===== config.mk =====
export PLATFORM = sky130hd
export DESIGN_NAME = partition_fit_allocator_core
export DESIGN_NICKNAME = d
export VERILOG_FILES = /design/src/rtl/core/pfa_pkg.sv /design/src/rtl/core/pfa_cell.sv /design/src/rtl/core/partition_fit_allocator_core.sv
export SDC_FILE = /design/constraint.sdc
export NUM_CORES = 2
export LEC_CHECK = 0
export BUFFER_PORTS_ARGS = -buffer_cell sky130_fd_sc_hd__buf_2
export CORE_UTILIZATION = 65
export DETAILED_ROUTE_END_ITERATION = 16
export PLACE_DENSITY = 0.79
export SETUP_SLACK_MARGIN = 0.5
export SYNTH_ARGS = -nofsm -noshare
export SYNTH_HDL_FRONTEND = slang
export SYNTH_SLANG_ARGS = --single-unit

===== constraint.sdc =====
create_clock -name aclk -period 6.98 [get_ports aclk]
set_clock_uncertainty 0.1 [all_clocks]
set_input_delay 0 -clock aclk [delete_from_list [all_inputs] [get_ports aclk]]
set_output_delay 0 -clock aclk [all_outputs]
set_load 0.01 [all_outputs]

===== src/rtl/core/pfa_pkg.sv =====
// pfa_pkg: shared types and codes for the partition fit allocator
// operation and policy codes, per-cell control bundle
// no dependencies
package pfa_pkg;

    localparam int FIELD_IDX_W = 3;  // width of part_index and chosen_index
    localparam int POLICY_W    = 2;
    localparam int SCAN_W      = 4;
    localparam int CFG_IDX_W   = 2;
    localparam int CFG_DATA_W  = 4;

    typedef enum logic [1:0] {
        FUNC_LOAD  = 2'd0,
        FUNC_ALLOC = 2'd1,
        FUNC_READ  = 2'd2,
        FUNC_NONE  = 2'd3
    } func_t;

    typedef enum logic [POLICY_W-1:0] {
        POL_FIRST = 2'd0,
        POL_BEST  = 2'd1,
        POL_WORST = 2'd2,
        POL_RSVD  = 2'd3
    } policy_t;

    typedef enum logic [CFG_IDX_W-1:0] {
        CFG_FIT_POLICY    = 2'd0,
        CFG_BLOCKS_IN_USE = 2'd1,
        CFG_SPARE2        = 2'd2,
        CFG_SPARE3        = 2'd3
    } cfg_reg_t;

    typedef enum logic [1:0] {
        ST_IDLE   = 2'd0,
        ST_SCAN   = 2'd1,
        ST_FINISH = 2'd2,
        ST_SPARE  = 2'd3
    } state_t;

    // control seen by every cell while one item is in flight
    typedef struct packed {
        func_t   func;
        policy_t policy;
    } cell_ctrl_t;

endpackage


===== src/rtl/core/pfa_cell.sv =====
// pfa_cell: one partition of the allocator chain
// holds one free size, refines the passing candidate, applies the final subtract
// depends on pfa_pkg
module pfa_cell #(
    parameter int SIZE_BITS = 16,
    parameter int IDX_W     = 3,
    parameter int INDEX     = 0
) (
    input  logic                 aclk,
    input  logic                 aresetn,
    input  pfa_pkg::cell_ctrl_t  ctrl,
    input  logic [SIZE_BITS-1:0] amount,
    input  logic                 addr_hit,
    input  logic                 scan_en,
    input  logic                 commit_en,
    input  logic                 commit_hit,
    input  logic                 tok_valid_in,
    input  logic                 tok_found_in,
    input  logic [IDX_W-1:0]     tok_pick_in,
    input  logic [SIZE_BITS-1:0] tok_free_in,
    output logic                 tok_valid_out,
    output logic                 tok_found_out,
    output logic [IDX_W-1:0]     tok_pick_out,
    output logic [SIZE_BITS-1:0] tok_free_out
);
    import pfa_pkg::*;

    logic [SIZE_BITS-1:0] free_reg, free_next;
    logic                 valid_reg, valid_next;
    logic                 found_reg, found_next;
    logic [IDX_W-1:0]     pick_reg, pick_next;
    logic [SIZE_BITS-1:0] cand_reg, cand_next;
    logic                 fits, take;

    assign fits = scan_en && (free_reg >= amount);

    always_comb begin
        take = 1'b0;
        if (fits) begin
            unique case (ctrl.policy)
                POL_BEST:  take = !tok_found_in || (free_reg < tok_free_in);
                POL_WORST: take = !tok_found_in || (free_reg > tok_free_in);
                default:   take = !tok_found_in;
            endcase
        end
    end

    always_comb begin
        free_next  = free_reg;
        valid_next = tok_valid_in;
        found_next = tok_found_in;
        pick_next  = tok_pick_in;
        cand_next  = tok_free_in;
        if (tok_valid_in) begin
            unique case (ctrl.func)
                FUNC_LOAD: begin
                    if (addr_hit) begin
                        free_next  = amount;
                        found_next = 1'b1;
                        pick_next  = IDX_W'(INDEX);
                        cand_next  = amount;
                    end
                end
                FUNC_READ: begin
                    if (addr_hit) begin
                        found_next = 1'b1;
                        pick_next  = IDX_W'(INDEX);
                        cand_next  = free_reg;
                    end
                end
                FUNC_ALLOC: begin
                    if (take) begin
                        found_next = 1'b1;
                        pick_next  = IDX_W'(INDEX);
                        cand_next  = free_reg;
                    end
                end
                default: ;
            endcase
        end
        // the winning partition gives up the request
        if (commit_en && commit_hit) begin
            free_next = free_reg - amount;
        end
    end

    always_ff @(posedge aclk) begin
        if (!aresetn) begin
            free_reg  <= '0;
            valid_reg <= 1'b0;
        end else begin
            free_reg  <= free_next;
            valid_reg <= valid_next;
        end
        found_reg <= found_next;
        pick_reg  <= pick_next;
        cand_reg  <= cand_next;
    end

    assign tok_valid_out = valid_reg;
    assign tok_found_out = found_reg;
    assign tok_pick_out  = pick_reg;
    assign tok_free_out  = cand_reg;

endmodule


===== src/rtl/core/partition_fit_allocator_core.sv =====
// partition_fit_allocator_core: fixed-partition allocator under first, best or worst fit
// a chain of NUM_PARTS pfa_cell instances with a small sequencer and output register
// depends on pfa_pkg and pfa_cell
//
// sequence: after acceptance an empty candidate is launched, walks the cell chain one cell per
//   cycle, is captured at the chain end and then commits once the output register is free;
//   a new item is accepted only after the last one has committed, and a waiting result does not
//   block acceptance, only the commit of the next item
// reset: aresetn synchronous active low; all free sizes zero, policy first fit,
//   blocks_in_use 8, no result pending
module partition_fit_allocator_core #(
    parameter int NUM_PARTS = 8,
    parameter int SIZE_BITS = 16
) (
    input  logic                                     aclk,
    input  logic                                     aresetn,
    // input items
    input  logic                                     s_tvalid,
    output logic                                     s_tready,
    // [2:0] part_index, [SIZE_BITS+2:3] amount, rest zero
    input  logic [((SIZE_BITS+3+7)/8)*8-1:0]         s_tdata,
    // [1:0] func
    input  logic [1:0]                               s_tuser,
    // result items
    output logic                                     m_tvalid,
    input  logic                                     m_tready,
    // [2:0] chosen_index, [SIZE_BITS+2:3] size_left, rest zero
    output logic [((SIZE_BITS+3+7)/8)*8-1:0]         m_tdata,
    // [0] granted
    output logic [0:0]                               m_tuser,
    // register writes
    input  logic                                     cfg_valid,
    output logic                                     cfg_ready,
    input  logic [pfa_pkg::CFG_IDX_W-1:0]            cfg_index,
    input  logic [pfa_pkg::CFG_DATA_W-1:0]           cfg_data
);
    import pfa_pkg::*;

    localparam int IDX_W  = (NUM_PARTS > 1) ? $clog2(NUM_PARTS) : 1;
    localparam int DATA_W = ((SIZE_BITS + 3 + 7) / 8) * 8;

    // configuration registers
    policy_t           policy_reg;
    logic [SCAN_W-1:0] blocks_reg;

    // sequencer
    state_t state_reg, state_next;
    logic   start_reg, start_next;
    logic   accept, out_free, commit_en, capture;

    // operation held stable for the whole walk
    func_t                func_reg;
    logic [FIELD_IDX_W-1:0] idx_reg;
    logic [SIZE_BITS-1:0] amount_reg;

    // final candidate captured at the chain end
    logic                 res_found_reg;
    logic [IDX_W-1:0]     res_pick_reg;
    logic [SIZE_BITS-1:0] res_free_reg;

    // output register
    logic                 m_valid_reg, m_valid_next;
    logic                 granted_reg;
    logic [FIELD_IDX_W-1:0] chosen_reg;
    logic [SIZE_BITS-1:0] left_reg;
    logic [SIZE_BITS-1:0] left_calc;
    logic [IDX_W+FIELD_IDX_W-1:0] pick_wide;

    // candidate chain between cells
    logic                 tok_valid [0:NUM_PARTS];
    logic                 tok_found [0:NUM_PARTS];
    logic [IDX_W-1:0]     tok_pick  [0:NUM_PARTS];
    logic [SIZE_BITS-1:0] tok_free  [0:NUM_PARTS];

    cell_ctrl_t ctrl;

    assign accept    = s_tvalid && s_tready;
    assign out_free  = !m_valid_reg || m_tready;
    assign cfg_ready = 1'b1;

    assign ctrl.func   = func_reg;
    assign ctrl.policy = policy_reg;

    // configuration writes; indexes past the list are dropped
    always_ff @(posedge aclk) begin
        if (!aresetn) begin
            policy_reg <= POL_FIRST;
            blocks_reg <= SCAN_W'(8);
        end else if (cfg_valid && cfg_ready) begin
            unique case (cfg_reg_t'(cfg_index))
                CFG_FIT_POLICY:    policy_reg <= policy_t'(cfg_data[POLICY_W-1:0]);
                CFG_BLOCKS_IN_USE: blocks_reg <= cfg_data[SCAN_W-1:0];
                default: ;
            endcase
        end
    end

    // next state
    always_comb begin
        state_next = state_reg;
        unique case (state_reg)
            ST_IDLE:   if (accept) state_next = ST_SCAN;
            ST_SCAN:   if (tok_valid[NUM_PARTS]) state_next = ST_FINISH;
            ST_FINISH: if (out_free) state_next = ST_IDLE;
            default:   state_next = ST_IDLE;
        endcase
    end

    // sequencer outputs
    always_comb begin
        s_tready   = 1'b0;
        start_next = 1'b0;
        capture    = 1'b0;
        commit_en  = 1'b0;
        unique case (state_reg)
            ST_IDLE:   begin
                s_tready   = 1'b1;
                start_next = s_tvalid;
            end
            ST_SCAN:   capture = tok_valid[NUM_PARTS];
            ST_FINISH: commit_en = out_free;
            default: ;
        endcase
    end

    always_ff @(posedge aclk) begin
        if (!aresetn) begin
            state_reg <= ST_IDLE;
            start_reg <= 1'b0;
        end else begin
            state_reg <= state_next;
            start_reg <= start_next;
        end
    end

    always_ff @(posedge aclk) begin
        if (accept) begin
            func_reg   <= func_t'(s_tuser);
            idx_reg    <= s_tdata[FIELD_IDX_W-1:0];
            amount_reg <= s_tdata[FIELD_IDX_W+SIZE_BITS-1:FIELD_IDX_W];
        end
        if (capture) begin
            res_found_reg <= tok_found[NUM_PARTS];
            res_pick_reg  <= tok_pick[NUM_PARTS];
            res_free_reg  <= tok_free[NUM_PARTS];
        end
    end

    // chain head: empty candidate launched in the cycle after acceptance
    assign tok_valid[0] = start_reg;
    assign tok_found[0] = 1'b0;
    assign tok_pick[0]  = '0;
    assign tok_free[0]  = '0;

    genvar gi;
    generate
        for (gi = 0; gi < NUM_PARTS; gi++) begin : g_cell
            logic addr_hit, scan_en, commit_hit;
            // index compares in 32 bits so any partition count works
            assign addr_hit   = (32'(idx_reg) == gi);
            assign scan_en    = (gi < 32'(blocks_reg));
            assign commit_hit = (res_pick_reg == IDX_W'(gi));

            pfa_cell #(
                .SIZE_BITS (SIZE_BITS),
                .IDX_W     (IDX_W),
                .INDEX     (gi)
            ) u_cell (
                .aclk          (aclk),
                .aresetn       (aresetn),
                .ctrl          (ctrl),
                .amount        (amount_reg),
                .addr_hit      (addr_hit),
                .scan_en       (scan_en),
                .commit_en     (commit_en && res_found_reg && (func_reg == FUNC_ALLOC)),
                .commit_hit    (commit_hit),
                .tok_valid_in  (tok_valid[gi]),
                .tok_found_in  (tok_found[gi]),
                .tok_pick_in   (tok_pick[gi]),
                .tok_free_in   (tok_free[gi]),
                .tok_valid_out (tok_valid[gi+1]),
                .tok_found_out (tok_found[gi+1]),
                .tok_pick_out  (tok_pick[gi+1]),
                .tok_free_out  (tok_free[gi+1])
            );
        end
    endgenerate

    // size left: allocations subtract, loads and reads report as stored, nothing found reports zero
    always_comb begin
        left_calc = '0;
        if (res_found_reg) begin
            if (func_reg == FUNC_ALLOC) begin
                left_calc = res_free_reg - amount_reg;
            end else begin
                left_calc = res_free_reg;
            end
        end
    end

    // chosen index is reported in three bits
    assign pick_wide = {{FIELD_IDX_W{1'b0}}, res_pick_reg};

    always_comb begin
        m_valid_next = m_valid_reg;
        if (commit_en) begin
            m_valid_next = 1'b1;
        end else if (m_tready) begin
            m_valid_next = 1'b0;
        end
    end

    always_ff @(posedge aclk) begin
        if (!aresetn) begin
            m_valid_reg <= 1'b0;
        end else begin
            m_valid_reg <= m_valid_next;
        end
        if (commit_en) begin
            granted_reg <= res_found_reg;
            chosen_reg  <= res_found_reg ? pick_wide[FIELD_IDX_W-1:0] : '0;
            left_reg    <= left_calc;
        end
    end

    assign m_tvalid = m_valid_reg;
    assign m_tuser  = granted_reg;
    assign m_tdata  = DATA_W'({left_reg, chosen_reg});

endmodule


Yosys cells after proc, flatten, opt, wreduce, memory -nomap -nowiden
Index checks and enable logic that the tools add are counted.
- memories kept: 0
- register bits: 364
- bits in writable memories: 0
- ROM bits: 0
- output and inout bits: 28
- word-level logic and storage cells: 355
- bits in latches: 0
- $lt $le $gt $ge: 30
- reduce and logical (&&, ||, !) cells: 85
- eq/ne operators: 24
- multiplexer cells: 154
- div/mod/pow operators: 0
- multiply operators: 0
- $add $sub $neg: 9
- bitwise gates (word level): 0
- shift operators: 0
- operators with widths (operator ; count):
    $mux W16 ; 64
    $pmux W16 S3 ; 8
    $sub A16 B16 Y16 ; 9
    $ge A16 B16 Y1 ; 8
    $gt A16 B16 Y1 ; 7
    $lt A16 B16 Y1 ; 7
    $mux W3 ; 18
    $reduce_bool A2 Y1 ; 25
    $pmux W3 S2 ; 7
    $mux W1 ; 38
    $pmux W1 S2 ; 15
    $reduce_and A3 Y1 ; 9
    $eq A3 B3 Y1 const B ; 8
    $logic_and A1 B1 Y1 ; 19
    $lt A3 B4 Y1 const A ; 4
    $logic_or A1 B1 Y1 ; 15
    $eq A3 B2 Y1 const B ; 4
    $eq A2 B1 Y1 const B ; 4
    $logic_not A1 Y1 ; 8
    $lt A1 B4 Y1 const A ; 2
    $lt A2 B4 Y1 const A ; 2
    $eq A2 B2 Y1 const B ; 3
    $eq A3 B1 Y1 const B ; 2
    $logic_not A2 Y1 ; 3
    other kinds (7) ; 13

Depth between registers and ports, before layout
- word-level depth: 8
- depth in mapped cells: 13
- gate-level depth less buffers: 11

Hierarchy
A second synthesis with hierarchy kept.
- cell total of the unflattened synthesis: 3849
- area, all modules: 30583.1 um2
- by module, submodules not included (module ; times used ; area each (um2) ; cells each):
    pfa_cell (g_cell[4].u_cell ...) ; 3 ; 3211.8 ; 417
    pfa_cell (g_cell[2].u_cell ...) ; 2 ; 3553.4 ; 471
    pfa_cell (g_cell[1].u_cell) ; 1 ; 3611.0 ; 485
    partition_fit_allocator_core ; 1 ; 3604.7 ; 307
    pfa_cell (g_cell[7].u_cell) ; 1 ; 3354.5 ; 441
    pfa_cell (g_cell[0].u_cell) ; 1 ; 3270.6 ; 423

Worst setup path after synthesis
OpenSTA, ideal clock, no wires.
- path kind: register -> register
- start point: register amount_reg[1]
- end point: register g_cell[7].u_cell.cand_reg[6]
- clock period less this slack: 3.584 ns
- required time: 6.746 ns
- buffers on the path: 2
- setup slack: 3.396 ns
- data arrival time: 3.350 ns
- stages on the path, launching flop included: 11
- library setup time: 0.134 ns
- cells stage by stage: edfxtp_1 > clkinv_1 > ha_1 > nand2_1 > or4_1 > a21oi_1 > and4b_1 > buf_2 > nor4b_4 > buf_4 > o31ai_1
- cells in the longest elaborated chain, start to end: 6
- ends and longest elaborated chain (element ; RTL line ; RTL):
    start: declaration ; partition_fit_allocator_core.sv:54 ; logic [SIZE_BITS-1:0] amount_reg;
    start signal: assignment ; partition_fit_allocator_core.sv:140 ; amount_reg <= s_tdata[FIELD_IDX_W+SIZE_BITS-1:FIELD_IDX_W];
    $ge A16 B16 Y1 ; pfa_cell.sv:35 ; assign fits = scan_en && (free_reg >= amount);
    $logic_and A1 B1 Y1 ; pfa_cell.sv:35 ;
    $mux W1 ; pfa_cell.sv:39 ; if (fits) begin
    $mux W16 ; pfa_cell.sv:72 ; if (take) begin
    $pmux W16 S3 ; pfa_cell.sv:55 ; unique case (ctrl.func)
    $mux W16 ; pfa_cell.sv:54 ; if (tok_valid_in) begin
    named net g_cell[7].u_cell.cand_next[6] ; pfa_cell.sv:32 ; logic [SIZE_BITS-1:0] cand_reg, cand_next;
    end signal: assignment ; pfa_cell.sv:97 ; cand_reg <= cand_next;
    end: declaration ; pfa_cell.sv:32 ;
The timed path passes the listed nets, and every way through them passes these cells.
A chain may end at the register's enable or synchronous reset.

Worst setup path in the final report
- start point: register amount_reg[2]
- end point: register g_cell[7].u_cell.cand_reg[1]
The elaborated chain is that of the path after synthesis.

==> results by group <==
Die
  – Core footprint: between 30000 and 40000 um2
  – Die Y: 201 um
  – Boundary pin count: 65
  – FP Rows: 72
  – Die area: ~41000 um2
  – Initial core utilization: 66.4%
  – DIE WIDTH: 201 um

Worst hold path
  – Hold Path Class: primary input to flop

Final layout
  – Most frequent cells in the layout: a21oi_1, nor2_1, dfxtp_1
  – Layout fillers: 3016
  – Layout Nets: ~3500
  – Share of cells above drive strength 1: 7.34%
  – Most common cell after layout, fill and taps aside: a21oi_1
  – Non-Filler Instances: 3735
  – Area Growth Syn to Fin: 9.65%

Detailed routing
  – Via total after detailed routing: 25735
  – Drt first pass iters: 6
  – Routed WL: 90.7 mm
  – Drt initial violations: 2895
  – Routed Antenna Nets: 0
  – Avg Vias per Cell: 6.89
  – # DRC: 0
  – DR WL/cell: approximately 24 um

Synth
  – Cell Area, Synth: 25800 um2
  – Avg Inst Size Synth: 8.17 um2
  – Synth unique cells: 95
  – Top post-synthesis cells by area: dfxtp_1, ha_1, a21oi_1
  – Simple-Gate Fraction of Synth Area: 16.5%
  – Predominant post-synthesis flop cell: dfxtp_1
  – Mapped Cells: 3162
  – Adder-cell share of the synthesized area: 13.1%
  – Post-synthesis mux area share: 0.915%
  – Post-synth top area share: 23.2%
  – Complex-gate fraction of the synthesized area: 30.5%
  – Post-synthesis async set-or-reset flop share: 0%
  – Post-synthesis sequential element count: between 300 and 400
  – Number of synthesized flops with an enable pin: 61
  – Sequential share of the synthesized area: 30.3%
  – Syn. warnings: 0
  – Largest family of logic cells by synthesized area: compound AO/OA/AOI/OAI gates
  – XOR/XNOR share of the synthesized area: under 10%
  – Area leader, netlist: dfxtp_1

CTS
  – CTS tree: yes
  – Root Driver: clkbuf_16
  – TritonCTS Buffers: between 40 and 50
  – Clock Sinks: 360
  – Clk Latency, worst-skew pair: 0.59 ns
  – CTS Buffer Depth: 3
  – H-tree depth: 2
  – Worst-path clk slew: 0.06 ns

Global routing
  – Tot GR Track Use: 43.9%
  – Grt ovf: 0
  – Initial antenna violation count: 0
  – Pin count of the biggest net entering global routing: 75
  – First-pass GRT wire length: between 100 and 150 mm
  – Vias in the first global route: 24295

Pwr
  – Flop pwr share: 42.6%
  – Switching power: 1.32 mW
  – Comb power frac: 10.5%
  – Clock power share: 46.9%
  – Sw Ratio: between 20% and 30%
  – VDD IR max: 0.000204 V
  – Int Pwr: 3.74 mW
  – PwrDens: 178 nW/um2
  – Leak: 11.4 nW

Outcome
  – Status: finished clean

Timing
  – Max-slew violations: 0
  – Final worst path period share: a little over two thirds
  – Setup TNS: 0 ns
  – Max_slew headroom: 7.82%
  – Min Tclk post-route: 4.92 ns
  – Worst Tran Pin Value: between 1 and 1.5 ns
  – RSZ-0062 raised after global routing: false
  – Worst setup margin: 2.06 ns
  – Setup Viol. Count Final: 0
  – Fmax: 0.203 GHz
  – Endpoints failing hold: 0

Placed design
  – HPWL Detailed: 61.9 mm
  – Input/output buffers: 53
  – Placer Congestion: 0.980
  – Placed cell count: 3620
  – Worst slack at placement: between 2 and 2.5 ns

Setup path
  – CP max FO: 18
  – Critical setup path kind: flop to flop
  – Crit path DAT: 5.29 ns
  – Crit path capture type: flop
  – Startpoint types: flop
  – Crit path required time: 7.35 ns

Job
  – Max-cap violations: 0
[power groups by stage]
stage / registers [mW] / logic (mW) / clock network [mW]
2_1_floorplan: 2.19 / 0.322 / 0
3_3_place_gp: 2.20 / 0.474 / 0
3_5_place_dp: 2.20 / 0.489 / 0
4_1_cts: 2.15 / 0.508 / 2.37
5_1_grt: 2.15 / 0.561 / 2.46
6_report: 2.15 / 0.530 / 2.37
[final timing paths]
path,cells after the start,slack [ns],end,startpoint
worst min-delay path,2,0.01,idx_reg[2],s_tdata[2]
worst max register to register,9,2.06,g_cell[7].u_cell.tok_free_out[1],amount_reg[2]
worst max-delay path,9,2.06,g_cell[7].u_cell.tok_free_out[1],amount_reg[2]
worst min register to register,0,0.30,res_pick_reg[2],g_cell[7].u_cell.tok_pick_out[2]
[layer usage]
| layer | track usage (%) | wire length, um |
|---|---|---|
| met3 | 10.0 | 9990 |
| met5 | 0 | 0 |
| met2 | 67.0 | 38600 |
| met1 | 54.3 | 34400 |
| met4 | 32.5 | 7690 |
[cells in the mapped netlist (21+ instances only)]
cell type	n
and2_1	29
mux2i_1	21
o31a_1	22
o31ai_1	25
ha_1	256
a21o_1	78
nand4_1	62
o211ai_1	45
edfxtp_1	61
a21oi_1	403
a221o_1	82
xor2_1	30
nand2b_1	27
o21a_1	38
xnor2_1	55
o21ai_0	109
nor3_1	42
nand2_1	162
nor2b_1	38
a211oi_1	237
clkbuf_1	143
dfxtp_1	299
nor2_1	388
inv_1	169
nand3_1	49
[stage by stage]
| step | hold slack [ns] | util, % | power (mW) | instance area (um2) |
|---|---|---|---|---|
| after CTS | 0.0137 | 72.8 | 5.03 | 28300 |
| after floorplan | -0.00113 | - | 2.51 | 25800 |
| after global routing | 0.0229 | 72.8 | 5.17 | 28300 |
| after detailed placement | 0.0781 | 68.1 | 2.69 | 26500 |
| final | 0.0123 | 72.8 | 5.06 | 28300 |
| after global placement | 0.0771 | 68.1 | 2.67 | 26500 |
[critical path: stages (launching register included)]
cell,delay [ns]
edfxtp_1,0.41
clkinv_1,0.85
ha_1,0.72
a21oi_1,0.23
o221ai_1,0.23
o31ai_1,0.65
a21oi_1,0.13
and4b_1,0.89
nor4b_4,0.27
o31ai_1,0.31
[timing repair]
item	in CTS	in global routing
hold buffers	37	0
setup buffers	0	0
gates resized for setup	0	0
hold endpoints to repair	36	0
[logic make-up (layout without fill, tap and decap cells)]
family          count (synthesis)  in the layout
fa+ha+maj                     265            265
mux                            23             23
simple gates                  900            900
xor+xnor                       85             85
other cells                     2              7
flops                         360            360
buf+inv                       363            413
compound gates               1164           1164
[layout make-up]
cell class	instances	area, um2	share of cell area (%)
multi-input cells	2443	16600	58.6
clock buffers	64	1270	4.47
clock inverters	13	195	0.689
flip-flops and latches	360	7820	27.6
well taps	518	648	2.29
diodes	1	2.50	0.00883
inverters	186	701	2.47
repair buffers	150	1090	3.83
Note: power is estimated with default switching activity, not from simulation.
